`config.mk`:
```
export PLATFORM = sky130hd
export DESIGN_NAME = event_rate_and_interval_stats_core
export DESIGN_NICKNAME = d
export VERILOG_FILES = /design/src/rtl/core/ers_pkg.sv /design/src/rtl/core/event_rate_and_interval_stats_core.sv /design/src/rtl/core/ers_div.sv /design/src/rtl/core/ers_stats.sv
export SDC_FILE = /design/constraint.sdc
export NUM_CORES = 2
export LEC_CHECK = 0
export BUFFER_PORTS_ARGS = -buffer_cell sky130_fd_sc_hd__buf_2
export CELL_PAD_IN_SITES_DETAIL_PLACEMENT = 1
export CELL_PAD_IN_SITES_GLOBAL_PLACEMENT = 1
export CORE_MARGIN = 5
export CORE_UTILIZATION = 49
export CTS_CLUSTER_DIAMETER = 120
export DETAILED_ROUTE_END_ITERATION = 7
export PLACE_DENSITY = 0.81
export SLEW_MARGIN = 30
export SYNTH_ARGS = -nofsm -noshare
export SYNTH_HDL_FRONTEND = slang
export SYNTH_SLANG_ARGS = --single-unit
export TNS_END_PERCENT = 30
```
`constraint.sdc`:
```
create_clock -name clk -period 5.4 [get_ports clk]
set_input_delay 0.81 -clock clk [delete_from_list [all_inputs] [get_ports clk]]
set_output_delay 0.81 -clock clk [all_outputs]
set_load 0.05 [all_outputs]
```
`src/rtl/core/ers_pkg.sv`:
```
`timescale 1ns / 1ps

package ers_pkg;

	localparam int DATA_W = 32;

	// request codes
	localparam logic [1:0] REQ_COUNT  = 2'd0;
	localparam logic [1:0] REQ_CHECK  = 2'd1;
	localparam logic [1:0] REQ_REPORT = 2'd2;

	localparam logic [DATA_W-1:0] NO_MIN       = 32'h7fff_ffff;
	localparam logic [DATA_W-1:0] NO_MAX       = 32'hffff_ffff;
	localparam logic [DATA_W-1:0] WINDOW_RESET = 32'd1000;

	// commands from the sequencer to the interval statistics
	typedef struct packed {
		logic delta;
		logic apply;
		logic clear;
	} ers_cmd_t;

	// interval statistics as seen by the sequencer
	typedef struct packed {
		logic [DATA_W-1:0] interval;
		logic [DATA_W-1:0] min_val;
		logic [DATA_W-1:0] max_val;
		logic [DATA_W-1:0] total;
	} ers_stats_t;

endpackage

```
`src/rtl/core/event_rate_and_interval_stats_core.sv`:
```
`timescale 1ns / 1ps

// event rate and interval statistics meter on a millisecond time base. each input beat
// carries a request (count event and check window, check window only, or report and
// clear min/max/total) and the current time; exactly one output beat follows each input
// beat. a counting request steps through delta, apply, elapsed and check; a check only
// request goes straight to elapsed and check. a request that closes the window then
// forms count * 1000 and starts the two bit-serial 32-bit dividers (rate and average
// interval), which run side by side. a report request snapshots the statistics and
// clears min/max/total. the input stalls while a request is in work; a finished beat
// waits in the output register, so the next input beat is taken while it is still pending.
// the user must write window_ms through cfg_we / cfg_wdata only while the block is idle;
// the block itself does not enforce this. a value of zero acts as a 1 ms window.
module event_rate_and_interval_stats_core (
	input  logic                clk,
	input  logic                arst_n,
	// configuration
	input  logic                cfg_we,
	input  logic [31:0]         cfg_wdata,
	// input channel
	input  logic                in_valid,
	output logic                in_stall,
	input  logic [1:0]          req_type,
	input  logic [31:0]         now_ms,
	// output channel
	output logic                out_valid,
	input  logic                out_stall,
	output logic                window_done,
	output logic [31:0]         rate_per_second,
	output logic [31:0]         last_interval,
	output logic signed [31:0]  min_interval,
	output logic signed [31:0]  max_interval,
	output logic [31:0]         total_interval,
	output logic [31:0]         avg_interval
);

	localparam int W = ers_pkg::DATA_W;

	typedef enum logic [3:0] {
		ST_IDLE,
		ST_DELTA,
		ST_APPLY,
		ST_ELAPSED,
		ST_CHECK,
		ST_MUL1,
		ST_MUL2,
		ST_DIVGO,
		ST_DIVWAIT,
		ST_FINISH,
		ST_REPORT
	} state_t;

	state_t state_q;

	// accepted beat
	logic [W-1:0] now_q;

	// window and result state
	logic [W-1:0] window_ms_q;
	logic [W-1:0] window_start_q;
	logic [W-1:0] count_q;
	logic [W-1:0] rate_q;
	logic [W-1:0] avg_q;
	logic [W-1:0] elapsed_q;
	logic [W-1:0] prod_q;
	logic         closed_q;

	// output register
	logic         out_valid_q;
	logic         out_done_q;
	logic [W-1:0] out_rate_q;
	logic [W-1:0] out_interval_q;
	logic [W-1:0] out_min_q;
	logic [W-1:0] out_max_q;
	logic [W-1:0] out_total_q;
	logic [W-1:0] out_avg_q;

	ers_pkg::ers_cmd_t   cmd;
	ers_pkg::ers_stats_t stats;

	logic         in_fire;
	logic         slot_free;
	logic         out_load;
	logic [W-1:0] limit;
	logic         div_start;
	logic         rate_done;
	logic         avg_done;
	logic [W-1:0] rate_quo;
	logic [W-1:0] avg_quo;

	assign in_fire   = in_valid && !in_stall;
	assign in_stall  = (state_q != ST_IDLE);
	// output register can take a new beat this cycle
	assign slot_free = !out_valid_q || !out_stall;
	// a finished beat enters the output register this cycle
	assign out_load  = slot_free && ((state_q == ST_FINISH) || (state_q == ST_REPORT));
	// zero length window behaves as 1 ms
	assign limit     = (window_ms_q == '0) ? W'(1) : window_ms_q;
	assign div_start = (state_q == ST_DIVGO);

	always_comb begin
		cmd       = '0;
		cmd.delta = (state_q == ST_DELTA);
		cmd.apply = (state_q == ST_APPLY);
		cmd.clear = (state_q == ST_REPORT) && slot_free;
	end

	ers_stats u_stats (
		.clk    (clk),
		.arst_n (arst_n),
		.cmd    (cmd),
		.now_ms (now_q),
		.stats  (stats)
	);

	// events * 1000 / elapsed
	ers_div u_rate_div (
		.clk      (clk),
		.arst_n   (arst_n),
		.start    (div_start),
		.dividend (prod_q),
		.divisor  (elapsed_q),
		.done     (rate_done),
		.quotient (rate_quo)
	);

	// total / events, kept only when the window held events
	ers_div u_avg_div (
		.clk      (clk),
		.arst_n   (arst_n),
		.start    (div_start),
		.dividend (stats.total),
		.divisor  (count_q),
		.done     (avg_done),
		.quotient (avg_quo)
	);

	always_ff @(posedge clk or negedge arst_n) begin
		if (!arst_n) begin
			window_ms_q <= ers_pkg::WINDOW_RESET;
		end else if (cfg_we) begin
			window_ms_q <= cfg_wdata;
		end
	end

	always_ff @(posedge clk) begin
		if (in_fire) begin
			now_q <= now_ms;
		end
	end

	// sequencer
	always_ff @(posedge clk or negedge arst_n) begin
		if (!arst_n) begin
			state_q        <= ST_IDLE;
			window_start_q <= '0;
			count_q        <= '0;
			rate_q         <= '0;
			avg_q          <= '0;
			elapsed_q      <= '0;
			prod_q         <= '0;
			closed_q       <= 1'b0;
			out_valid_q    <= 1'b0;
			out_done_q     <= 1'b0;
			out_rate_q     <= '0;
			out_interval_q <= '0;
			out_min_q      <= '0;
			out_max_q      <= '0;
			out_total_q    <= '0;
			out_avg_q      <= '0;
		end else begin
			if (out_valid_q && !out_stall && !out_load) begin
				out_valid_q <= 1'b0;
			end
			case (state_q)
				ST_IDLE: begin
					closed_q <= 1'b0;
					if (in_fire) begin
						case (req_type)
							ers_pkg::REQ_COUNT:  state_q <= ST_DELTA;
							ers_pkg::REQ_REPORT: state_q <= ST_REPORT;
							default:             state_q <= ST_ELAPSED;
						endcase
					end
				end
				ST_DELTA: begin
					state_q <= ST_APPLY;
				end
				ST_APPLY: begin
					count_q <= count_q + 1'b1;
					state_q <= ST_ELAPSED;
				end
				ST_ELAPSED: begin
					elapsed_q <= now_q - window_start_q;
					state_q   <= ST_CHECK;
				end
				ST_CHECK: begin
					if (elapsed_q < limit) begin
						state_q <= ST_FINISH;
					end else begin
						// count * 1000 as (c << 10) - (c << 5) + (c << 3), wrapping
						prod_q   <= (count_q << 10) - (count_q << 5);
						closed_q <= 1'b1;
						state_q  <= ST_MUL1;
					end
				end
				ST_MUL1: begin
					prod_q  <= prod_q + (count_q << 3);
					state_q <= ST_MUL2;
				end
				ST_MUL2: begin
					state_q <= ST_DIVGO;
				end
				ST_DIVGO: begin
					state_q <= ST_DIVWAIT;
				end
				ST_DIVWAIT: begin
					if (rate_done && avg_done) begin
						rate_q         <= rate_quo;
						if (count_q != '0) begin
							avg_q <= avg_quo;
						end
						window_start_q <= now_q;
						count_q        <= '0;
						state_q        <= ST_FINISH;
					end
				end
				ST_FINISH: begin
					if (slot_free) begin
						out_valid_q    <= 1'b1;
						out_done_q     <= closed_q;
						out_rate_q     <= rate_q;
						out_interval_q <= stats.interval;
						out_min_q      <= stats.min_val;
						out_max_q      <= stats.max_val;
						out_total_q    <= stats.total;
						out_avg_q      <= avg_q;
						state_q        <= ST_IDLE;
					end
				end
				ST_REPORT: begin
					// snapshot taken in the same cycle the clear is issued
					if (slot_free) begin
						out_valid_q    <= 1'b1;
						out_done_q     <= 1'b0;
						out_rate_q     <= rate_q;
						out_interval_q <= stats.interval;
						out_min_q      <= stats.min_val;
						out_max_q      <= stats.max_val;
						out_total_q    <= stats.total;
						out_avg_q      <= avg_q;
						state_q        <= ST_IDLE;
					end
				end
				default: begin
					state_q <= ST_IDLE;
				end
			endcase
		end
	end

	assign out_valid       = out_valid_q;
	assign window_done     = out_done_q;
	assign rate_per_second = out_rate_q;
	assign last_interval   = out_interval_q;
	assign min_interval    = $signed(out_min_q);
	assign max_interval    = $signed(out_max_q);
	assign total_interval  = out_total_q;
	assign avg_interval    = out_avg_q;

endmodule

```
`src/rtl/core/ers_div.sv`:
```
`timescale 1ns / 1ps

// restoring divider, one quotient bit per cycle
module ers_div (
	input  logic                         clk,
	input  logic                         arst_n,
	input  logic                         start,
	input  logic [ers_pkg::DATA_W-1:0]   dividend,
	input  logic [ers_pkg::DATA_W-1:0]   divisor,
	output logic                         done,
	output logic [ers_pkg::DATA_W-1:0]   quotient
);

	localparam int W     = ers_pkg::DATA_W;
	localparam int CNT_W = $clog2(W);

	logic             busy_q;
	logic             done_q;
	logic [CNT_W-1:0] cnt_q;
	logic [W-1:0]     rem_q;
	logic [W-1:0]     quo_q;
	logic [W-1:0]     dvs_q;
	logic [W:0]       trial;
	logic [W:0]       diff;
	logic             fits;

	assign trial = {rem_q, quo_q[W-1]};
	assign diff  = trial - {1'b0, dvs_q};
	assign fits  = !diff[W];

	always_ff @(posedge clk or negedge arst_n) begin
		if (!arst_n) begin
			busy_q <= 1'b0;
			done_q <= 1'b0;
			cnt_q  <= '0;
		end else begin
			done_q <= 1'b0;
			if (start) begin
				busy_q <= 1'b1;
				cnt_q  <= '0;
			end else if (busy_q) begin
				cnt_q <= cnt_q + 1'b1;
				if (cnt_q == CNT_W'(W - 1)) begin
					busy_q <= 1'b0;
					done_q <= 1'b1;
				end
			end
		end
	end

	always_ff @(posedge clk) begin
		if (start) begin
			rem_q <= '0;
			quo_q <= dividend;
			dvs_q <= divisor;
		end else if (busy_q) begin
			rem_q <= fits ? diff[W-1:0] : trial[W-1:0];
			quo_q <= {quo_q[W-2:0], fits};
		end
	end

	assign done     = done_q;
	assign quotient = quo_q;

endmodule

```
`src/rtl/core/ers_stats.sv`:
```
`timescale 1ns / 1ps

// interval since last counted event, min / max / total
module ers_stats (
	input  logic                         clk,
	input  logic                         arst_n,
	input  ers_pkg::ers_cmd_t            cmd,
	input  logic [ers_pkg::DATA_W-1:0]   now_ms,
	output ers_pkg::ers_stats_t          stats
);

	localparam int W = ers_pkg::DATA_W;

	logic [W-1:0] last_q;
	logic [W-1:0] interval_q;
	logic [W-1:0] min_q;
	logic [W-1:0] max_q;
	logic [W-1:0] total_q;
	logic [W-1:0] delta_s1;

	always_ff @(posedge clk) begin
		if (cmd.delta) begin
			delta_s1 <= now_ms - last_q;
		end
	end

	always_ff @(posedge clk or negedge arst_n) begin
		if (!arst_n) begin
			last_q     <= '0;
			interval_q <= '0;
			min_q      <= ers_pkg::NO_MIN;
			max_q      <= ers_pkg::NO_MAX;
			total_q    <= '0;
		end else if (cmd.clear) begin
			min_q   <= ers_pkg::NO_MIN;
			max_q   <= ers_pkg::NO_MAX;
			total_q <= '0;
		end else if (cmd.apply) begin
			last_q     <= now_ms;
			interval_q <= delta_s1;
			total_q    <= total_q + delta_s1;
			if ($signed(max_q) < $signed(delta_s1)) begin
				max_q <= delta_s1;
			end
			if ($signed(min_q) > $signed(delta_s1)) begin
				min_q <= delta_s1;
			end
		end
	end

	assign stats.interval = interval_q;
	assign stats.min_val  = min_q;
	assign stats.max_val  = max_q;
	assign stats.total    = total_q;

endmodule
```
==> results.json <==
{
  "leakagePower_nw": 23.5,
  "dieArea_mm2": 0.0967,
  "drive_above_1_share_pct": 17.3,
  "synth_cells": 4301,
  "clkLatencyLatePin_ns": 0.68,
  "initial_core_util_pct": 49.4,
  "htreeDepth": 3,
  "ys.flop_type": "dfrtp_1",
  "ant_nets": 0,
  "status": "complete, no violations",
  "root_buffer": "clkbuf_16",
  "tightest_slew_ns": 1.02,
  "row_count": 110,
  "async_flop_share_pct": 69.9,
  "critPathArrivalTime_ns": 4.74,
  "drt_wl_total_um": 134000,
  "rsz0062_at_grt": "no",
  "slew_violations": 0,
  "synth.avg_cell_area_um2": 10.3,
  "grt_max_degree": 133,
  "place_area_mm2": 0.0470,
  "synthTopCellsByArea": "dfrtp_1 30%, edfxtp_1 13%, ha_1 8.6%",
  "cts-buffers-inserted": 95,
  "stdcell_area_mm2": 0.0503,
  "ys_ff_latch": 850,
  "cp-end-kind": "flip-flop",
  "crit_path_max_fanout": 6,
  "critPathMaxStageDelay_ns": 0.65,
  "via_count": 34000,
  "antenna_found_initial": 2,
  "synth_top_area_share_pct": 29.6,
  "finalHoldViolCount": 0,
  "synth_edf_count": 192,
  "ys_types": 88,
  "finalSetupViolations": 0,
  "maxCapViolations": 0,
  "core_mm2": 0.0899,
  "port_buffers": 265,
  "area_delta_synth_final_pct": 13.3,
  "layout_common_cells": "646 x nand2_1, 525 x dfrtp_1, 360 x o21ai_0, 306 x ha_1, 263 x buf_2",
  "dpl.hpwl_um": 94600,
  "cts_tree": "yes",
  "grt_use_total_pct": 27.1,
  "total_power_w": 0.0338,
  "via_per_inst": 5.87,
  "syn_area_mm2": 0.0444,
  "ys_seq_area_share_pct": 49.6,
  "critPathSlowestCell": "nor4b_1",
  "die_w_um": 311,
  "grt_pass1_vias": 36500,
  "start_kind": "flip-flop",
  "hold_buffers": 0,
  "post_cts_buffers": 0,
  "wire_per_inst_um": 23.1,
  "synth_fp_nets": 4684,
  "path_cells": "ha_1 > inv_1 > fa_1 > nor2b_1 > o2111a_1 > nor4b_1 > o211ai_1 > a31oi_1 > o221ai_1 > a311oi_1 > o21bai_1 > a21oi_1 > xor2_1 > o21ai_0",
  "clock_path_buffers": 3,
  "clk_pin_slew_ns": 0.06,
  "min_path_type": "input pin to asynchronous set/reset pin",
  "fin_skew_ns": 0.0234,
  "n_fill_cell": 9778,
  "max-slew-margin-rel_pct": 32.1,
  "gr-total-overflow": 0,
  "worstPathRequired_ns": 5.90,
  "dieHeight_um": 311,
  "cts_resized": 0,
  "setup.worst_path.class": "flip-flop to flip-flop",
  "drc": 0,
  "pin_count": 266,
  "firstDrtPassIters": 5,
  "final_common_cell": "nand2_1",
  "drtIter0Drc": 2095,
  "irDropWorstVdd_uv": 558,
  "power.density_mw_per_mm2": 673,
  "gp_congestion": 0.892,
  "grt_pass1_wl_um": 211000,
  "yosysTopAreaCell": "dfrtp_1",
  "clock.fmax_mhz": 236,
  "ys_warn_count": 0,
  "fin_crit_sh_pct": 78.6,
  "min_period_ns": 4.24,
  "numClockSinks": 850,
  "finalNetCount": 4920,
  "setup_tns_ns": 0
}
## cell families after synthesis
kind of cell | count (synthesis) | share of synthesized area [%]
multiplexers | 322 | 7.90
adder cells (fa/ha/maj) | 312 | 8.90
XOR/XNOR | 199 | 3.97
AND/OR/NAND/NOR | 1177 | 11.8
flip-flops | 850 | 49.6
buffers and inverters | 425 | 3.68
AO/OA/AOI/OAI | 1016 | 14.2
## stage by stage
step                utilization, %  hold slack, ns  std cells  setup slack [ns]
floorplan                        -           0.432       4301              1.52
global placement              52.2           0.449       5614              1.40
detailed placement            52.2           0.459       5614              1.25
CTS                           55.9           0.177       5794              1.18
global route                  55.9           0.201       5796             0.897
finish                        55.9           0.163       5797              1.16
## cell type report
cell class	instances	area (um^2)	share of cell area, %
Sequential cell	850	22000	43.8
Multi-Input combinational cell	3026	20900	41.5
Inverter	261	982	1.95
Tap cell	1176	1470	2.93
Clock buffer	129	2700	5.37
Timing Repair Buffer	303	1690	3.37
Antenna cell	1	2.50	0.00498
Clock inverter	51	574	1.14
## path summary, 6_finish.rpt
check	from	to	slack [ns]	cells after the start
worst max-delay path	u_stats.delta_s1[0]	u_stats.total_q[30]	1.16	14
min in group clk	now_ms[3]	now_q[3]	0.31	1
worst min register to register	rate_q[26]	rate_q[26]	0.47	2
worst min-delay path	arst_n	max_interval[9]	0.16	1
max in group asynchronous	arst_n	avg_q[8]	3.85	2
worst max register to register	u_stats.delta_s1[0]	u_stats.total_q[30]	1.16	14
## routing by layer
| metal | up-vias | global-route usage (%) | part of all wire [%] |
|---|---|---|---|
| met5 | - | 0 | 0 |
| met4 | 0 | 8.26 | 3.2 |
| met3 | 247 | 4.10 | 4.4 |
| met2 | 785 | 47.3 | 50 |
| met1 | 17300 | 35.1 | 43 |
| li1 | 15700 | - | - |
## power by group
part           switching (W)  leakage (nW)  internal (W)
registers            0.00210          9.94       0.00924
clock network        0.00280          1.61       0.00400
logic                0.00978          12.0       0.00593
## Yosys cell counts (all sizes together) (37+ instances only)
library cell,instances
nor2,173
a21o,120
edfxtp,192
xnor2,136
inv,261
nand4,37
ha,306
o21a,45
dfxtp,64
nor3,45
dfrtp,525
nand2b,41
o211ai,47
mux2i,96
o21ai,366
nand3,83
dfstp,69
clkbuf,144
a21oi,247
nand2,651
xor2,63
mux2,226
## critical path: cells and delay by family, from the launching register on
kind | cells | cell delay [ns]
AO/OA/AOI/OAI | 8 | 2.10
AND/OR/NAND/NOR | 2 | 0.72
flip-flops | 1 | 0.48
adder cells (fa/ha/maj) | 2 | 0.48
XOR/XNOR | 1 | 0.19
buffers and inverters | 1 | 0.08
No activity file was read; power rests on OpenSTA's default activity.
